**config.mk**
```make
export PLATFORM = sky130hd
export DESIGN_NAME = bfct_ram
export DESIGN_NICKNAME = d
export VERILOG_FILES = /design/src/sv/bfct_ram.sv
export SDC_FILE = /design/constraint.sdc
export NUM_CORES = 1
export LEC_CHECK = 0
export BUFFER_PORTS_ARGS = -buffer_cell sky130_fd_sc_hd__buf_4
export CAP_MARGIN = 15
export CORE_UTILIZATION = 51
export DETAILED_ROUTE_END_ITERATION = 10
export PLACE_DENSITY = 0.79
export SKIP_CTS_REPAIR_TIMING = 1
export SLEW_MARGIN = 20
export SYNTH_ARGS = -nofsm -noshare
export SYNTH_HDL_FRONTEND = slang
export SYNTH_SLANG_ARGS = --single-unit
```
**constraint.sdc**
```tcl
create_clock -name clock -period 6 [get_ports clock]
set_clock_uncertainty 0.15 [all_clocks]
set_input_delay 0.3 -clock clock [delete_from_list [all_inputs] [get_ports clock]]
set_output_delay 0.3 -clock clock [all_outputs]
set_load 0.05 [all_outputs]
```
**src/sv/bfct_ram.sv**
```systemverilog
`timescale 1ns / 1ps

module bfct_ram #(
   parameter int WIDTH = 8,
   parameter int DEPTH = 32,
   parameter int AW    = (DEPTH > 1) ? $clog2(DEPTH) : 1
) (
   input  logic             clock,
   input  logic             wr_en,
   input  logic [AW-1:0]    wr_addr,
   input  logic [WIDTH-1:0] wr_data,
   input  logic [AW-1:0]    rd_addr,
   output logic [WIDTH-1:0] rd_data
);

   logic [WIDTH-1:0] mem [DEPTH];
   logic [WIDTH-1:0] rd_data_ff;

   // one write port, one registered read port
   always_ff @(posedge clock) begin
      if (wr_en) begin
         mem[wr_addr] <= wr_data;
      end
      rd_data_ff <= mem[rd_addr];
   end

   assign rd_data = rd_data_ff;

endmodule

```
# Word-level counts from Yosys, hierarchy flattened
# Memories as Yosys holds them, arrays and structs flattened. A register that Yosys moved wholly into a read port is not among the register bits.
# Index checks and enable logic that the tools add are counted.
[word_totals]
regBits = 0
latchBits = 0
ram_bits = 256
mem_bits_ro = 0
input_bits = 20
word_cells = 3
mem_count = 1
[op_classes]
n_addsub = 0
n_mul = 0
div_mod_pow = 0
magnitude_cmp = 0
n_eq_ne = 0
shift = 0
mux = 2
bitwise = 0
reduce_logical = 0
[memory_table]
columns = ["name", "words", "width", "read_ports", "rd_clocked_by_memory_dff", "write_ports", "line_no", "rtl"]
rows = [
  ["mem", 32, 8, 1, 1, 1, "16", "logic [WIDTH-1:0] mem [DEPTH];"],
]
[op_table]
columns = ["op", "count"]
rows = [
  ["1-bit 2-to-1 mux", 2],
]

# Logic depth before layout (Yosys ltp)
# Gate-level depths: netlist of run 1.
[logic_depth]
word_depth = 2
ltp_mapped = 5

# Least setup slack after synthesis of run 1
# Ideal clock, no wire load.
[synth_timing]
path_type = "input -> register"
start = "input rd_addr[2]"
end = "register rd_data_ff[0] (netlist: rd_data[0]) (read register of mem)"
setup_ns = 0.121
arrival_ns = 1.982
t_required_ns = 5.729
slack_ns = 3.748
stages = 5
n_path_buf = 2
path_cell_list = "clkbuf_1 -> clkbuf_1 -> mux4_2 -> mux4_2 -> mux2_2"
[synth_lines]
columns = ["element", "line_no", "rtl"]
rows = [
  ["start, declared", "12", "input logic [AW-1:0] rd_addr,"],
  ["end, declared", "17", "logic [WIDTH-1:0] rd_data_ff;"],
]

==> results of run 1 <==
==> cells by family (layout without fill, tap and decap cells) <==
group | after synthesis | after routing | synth area share, %
flops | 264 | 264 | 78.1
mux | 88 | 88 | 18.8
simple gates | 45 | 45 | 2.07
buf+inv | 20 | 75 | 1.06
==> placed cells by master, fill, tap and decap left out <==
master,instances
buf_4,28
bufinv_16,3
clkbuf_1,7
clkbuf_16,25
clkbuf_8,2
clkinv_1,2
clkinv_2,1
clkinvlp_4,4
dfxtp_1,8
dlygate4sd3_1,1
edfxtp_1,256
inv_6,2
mux2_2,8
mux4_2,80
nand2_1,1
nand3_1,2
nand3b_1,5
nor2_1,33
or3_1,1
or3b_2,3
==> worst max-delay path by stage <==
stage / depth (start not counted) / slack (ps) / from / to
floorplan: 5 / 3750 / rd_addr[2] / rd_data[0]
global placement: 5 / 2780 / rd_addr[0] / rd_data[1]
detailed placement: 5 / 2750 / rd_addr[0] / rd_data[1]
CTS: 5 / 3270 / rd_addr[0] / rd_data[5]
global route: 5 / 3160 / rd_addr[0] / rd_data[7]
finish: 5 / 3320 / rd_addr[0] / rd_data[5]
==> synthesized netlist by cell type, drive strengths merged <==
cell type,count
clkbuf,6
dfxtp,8
or3,1
mux4,80
buf,14
or3b,3
nand3,2
nand3b,5
mux2,8
edfxtp,256
nand2,1
nor2,33
==> stage by stage <==
| step | util (%) | setup WS (ps) | instance area (µm²) | instances |
|---|---|---|---|---|
| floorplan | - | 3750 | 10100 | 417 |
| global placement | 55.1 | 2780 | 10500 | 685 |
| finish | 59.5 | 3320 | 11300 | 732 |
| global route | 59.5 | 3160 | 11300 | 732 |
| CTS | 59.5 | 3270 | 11300 | 731 |
| detailed placement | 55.1 | 2750 | 10500 | 685 |
==> metal layers <==
metal / vias up / part of all wire [%] / track usage, %
li1: 1852 / - / -
met1: 2356 / 40 / 30.2
met2: 266 / 48 / 33.0
met3: 37 / 9.0 / 3.84
met4: 0 / 2.6 / 7.07
met5: - / 0 / 0
==> final cells by class <==
cell class                      instances  area [µm²]  area share [%]
Clock buffer                           34         679            6.00
Clock inverter                         12         150            1.33
Multi-Input combinational cell        133        2100            18.5
Sequential cell                       264        7850            69.3
Tap cell                              260         325            2.87
Timing Repair Buffer                   29         220            1.94
==> power breakdown <==
part	internal, W	switching [W]	total, W	leakage (nW)
Combinational	0.0000884	0.000129	0.000217	0.732
Sequential	0.00205	0.0000111	0.00206	2.37
Clock	0.000928	0.000658	0.00159	0.390
==> sequential cells by signal, indices dropped and copies added, names as in the netlist <==
register,count
mem,256
rd_data,8
==> impl_metrics.toml, run 1 <==
[grt]
first_global_vias = 4638
maximum_number_of_pins_on_one_net_before_global_route_repair = 65
globalRoute.totalOverflow = 0
grt_usage_pct = 21.0
grt_first_pass_wirelength_um = 29700
grt_antenna_before_repair = 1

[synthesis]
synth_fp_nets = 437
mappedNetlistArea_um2 = 10100
synth_cells = 417
syn_avg_cell_area_um2 = 24.1
synth_top_area_cell = "edfxtp_1"
ys_warn_count = 0
post-synth-top-area-fraction_pct = 76.5
netlist_top_cells_area = "edfxtp_1 76%, mux4_2 18%, dfxtp_1 1.6%, nor2_1 1.2%, mux2_2 0.90%"
synth_seq_area_share_pct = 78.1
yosys_register_bits = 264
netlist-cell-type-count = 15

[timing]
tightest_slew_ps = 1080
grt_setup_unrepaired = "false"
finalSetupTns_ps = 0
final-setup-viol-count = 0
max_clk_rate_mhz = 373
layout_worst_path_cycle_share_pct = 44.7
maxSlewViolCount = 0
maxSlewHeadroom_pct = 28.1
hold_violations = 0
final_hold_slack_ps = 47.1
period_needed_ps = 2680

[worst_setup_path]
crit_type = "primary input to flip-flop"
worstPathBufferInverterCount = 2
worstSetupStartpointType = "primary input"
worst_r2r_path_depth = 3
cpPeakStageDelay_ps = 610
regToRegEndpoint = "rd_data[5]"
regToRegStartpoint = "mem[30][5]"
crit_path_top_delay_cell = "buf_4"
timing.critical_path.cells = "buf_4, buf_4, mux4_2, mux4_2, mux2_2"
timing.critical_path.fanout_max = 40
arrival_worst_endpoint_ps = 2940
critPathTopFamily = "multiplexers"
critPathRequiredTime_ps = 6250
worst-r2r-setup-slack_ps = 4010
worst_setup_path_end_kind = "flip-flop"

[cts]
h-tree-depth = 1
cts_root_buffer = "clkbuf_16"
clock-sinks = 264
cts_tree = "done"
worst_path_clk_slew_ps = 70
cts_inserted_buffers = 25
cts.path.max_buffers = 3
worst_skew_pair.late_latency_ps = 540

[pwr]
power_per_cell_area_nw_per_um2 = 341
vdd_drop_max_uv = 220
power.leakage_nw = 3.50
power_w = 0.00386

[detailed_routing]
routed_wirelength_um = 20200
remaining_drc_errors = 0
wl_per_cell_um = 27.6
mean_number_of_vias_per_cell = 6.16
num_vias = 4511
detail_route_antenna_nets = 0
initialDrtViolationCount = 659
drtPass1Iterations = 5

[die]
core-area_um2 = 19000
row_count = 50
io_pins = 28
initial_utilization_pct = 52.9
chipHeight_um = 142
fp.dieArea_um2 = 20300
die_w_um = 142

[layout]
fraction_of_final_layout_cells_sized_beyond_drive_strength_1_pct = 33.1
area_growth_pct = 12.6
insertedDiodeCount = 0
final.fill_count = 1296
layout.nets = 473

[hold_path]
worstHoldPathType = "primary input to flip-flop"
number_of_instances_on_the_worst_hold_path = 1
hold_path_startpoint = "wr_data[7]"
whs_endpoint = "mem[24][7]"

[placement]
gp_routability_congestion = 0.770
hpwl_um = 11600
buffer_ports.inserted = 27

[job]
max_cap_viol_count = 0

[run_status]
status = "finished clean"
(Power assumes the default switching activity.)
==> run 2, diff against run 1 <==
--- a/config.mk
+++ b/config.mk
@@ -9,7 +9,7 @@
 export CAP_MARGIN = 15
 export CORE_UTILIZATION = 51
 export DETAILED_ROUTE_END_ITERATION = 10
-export PLACE_DENSITY = 0.79
+export PLACE_DENSITY = 0.82
 export SKIP_CTS_REPAIR_TIMING = 1
 export SLEW_MARGIN = 20
 export SYNTH_ARGS = -nofsm -noshare
==> constraint.sdc (replaced) <==
create_clock -name clock -period 2.3 [get_ports clock]
set_clock_uncertainty 0.15 [all_clocks]
set_input_delay 0.115 -clock clock [delete_from_list [all_inputs] [get_ports clock]]
set_output_delay 0.115 -clock clock [all_outputs]
set_load 0.05 [all_outputs]
==> impl_metrics.toml, run 2 (same netlist as run 1, synthesis figures left out) <==
[run_status]
status = "finished clean"

[layout]
fraction_of_final_layout_cells_sized_beyond_drive_strength_1_pct = 37.2
insertedDiodeCount = 0
area_growth_pct = 16.9
most_frequent_cells_in_the_layout = "256 x edfxtp_1, 80 x mux4_2, 60 x buf_4, 33 x nor2_1, 25 x clkbuf_16"
multiInputGateArea_um2 = 2100
layout.nets = 517
largest-register = "mem"
final-instance-count-excl-fill = 774
largest_reg_flops = 256
register_area_um2 = 7850
most_common_library_cell_in_the_layout_ignoring_fill_and_taps = "edfxtp_1"
final.fill_count = 1269

[timing]
tightest_slew_ps = 446
period_needed_ps = 1990
layout_worst_path_cycle_share_pct = 86.6
grt_setup_unrepaired = "false"
hold_violations = 0
setup_ws_ps = 309
finalSetupTns_ps = 0
final-setup-viol-count = 0
max_clk_rate_mhz = 502
maxSlewViolCount = 0
maxSlewHeadroom_pct = 70.2

[grt]
grt_usage_pct = 21.8
first_global_vias = 4775
globalRoute.totalOverflow = 0
maximum_number_of_pins_on_one_net_before_global_route_repair = 46
grt_antenna_before_repair = 0
grt_first_pass_wirelength_um = 31100

[die]
fp.dieArea_um2 = 20300
chipHeight_um = 142
core-area_um2 = 19000
row_count = 50
initial_utilization_pct = 52.9
io_pins = 28
die_w_um = 142

[hold_path]
number_of_instances_on_the_worst_hold_path = 3
hold_path_startpoint = "wr_addr[3]"
worstHoldPathType = "primary input to flip-flop"
whs_endpoint = "mem[15][1]"

[job]
max_cap_viol_count = 0

[placement]
buffer_ports.inserted = 27
hpwl_um = 12400
place_ws_ps = 95.2
place_inst = 721
gp_routability_congestion = 0.779

[worst_setup_path]
worst_r2r_path_depth = 3
regToRegEndpoint = "rd_data[4]"
critPathRequiredTime_ps = 2550
arrival_worst_endpoint_ps = 2240
timing.critical_path.fanout_max = 1
worst-r2r-setup-slack_ps = 310
worst_setup_path_end_kind = "flip-flop"
crit_type = "flip-flop to flip-flop"
worstSetupStartpointType = "flip-flop"
regToRegStartpoint = "mem[21][4]"

[pwr]
power_w = 0.0103
power_per_cell_area_nw_per_um2 = 875
vdd_drop_max_uv = 771
power.leakage_nw = 3.77

[cts]
clock-sinks = 264
cts.path.max_buffers = 3
worst_skew_pair.late_latency_ps = 510
cts_tree = "done"
cts_root_buffer = "clkbuf_16"
worst_path_clk_slew_ps = 60
h-tree-depth = 1
cts_inserted_buffers = 25

[detailed_routing]
mean_number_of_vias_per_cell = 6.05
wl_per_cell_um = 27.1
initialDrtViolationCount = 539
detail_route_antenna_nets = 0
routed_wirelength_um = 20900
num_vias = 4682
drtPass1Iterations = 8
remaining_drc_errors = 0
run 2: cell count changes in the layout (fill, tap and decap cells not counted):
cell	change
buf_4	+32
dlygate4sd3_1	+8
buf_12	+4
clkinvlp_4	-4
bufinv_16	+2
clkbuf_1	-2
clkinv_1	+1
clkinv_2	+1
clkinv_4	+1
inv_6	-1
run 2: area by class of cell:
cell class	instances	share of cell area (%)
Timing Repair Buffer	73	5.28
Sequential cell	264	66.8
Multi-Input combinational cell	133	17.9
Tap cell	260	2.77
Clock buffer	32	5.72
Clock inverter	12	1.61
run 2: report_power, final:
group	total (W)	switching [W]	internal, W
clock network	0.00430	0.00168	0.00262
logic	0.000610	0.000350	0.000260
registers	0.00538	0.0000294	0.00535
run 2: per-stage QoR:
stage | hold slack, ps | instance area (µm²) | util [%]
after floorplan | 63.9 | 10100 | -
after global placement | 326 | 10800 | 56.8
after detailed placement | 345 | 10800 | 56.8
after CTS | -175 | 11700 | 61.3
after global routing | 36.3 | 11800 | 61.8
final | 34.3 | 11800 | 61.8
run 2: critical path, cell delays in order (launching register included):
cell and delay (ps):
edfxtp_1 370, mux4_2 510, mux4_2 550, mux2_2 300
run 2: routing by layer:
layer  track usage, %  wire, µm  vias up
met3             3.47      1630       34
met2             35.0     10500      234
met4             7.53       608        0
li1                 -         -     1931
met1             31.0      8220     2483
met5                0         0        -
run 2: worst max path at each step:
stage               start  slack (ps)          to  cells past startpoint
3_3_place_gp   rd_addr[0]         110  rd_data[7]                      5
2_1_floorplan  rd_addr[2]         230  rd_data[0]                      5
5_1_grt        mem[16][4]         280  rd_data[4]                      3
3_5_place_dp   rd_addr[0]         100  rd_data[7]                      5
4_1_cts        mem[23][6]         300  rd_data[6]                      3
6_report       mem[21][4]         310  rd_data[4]                      3
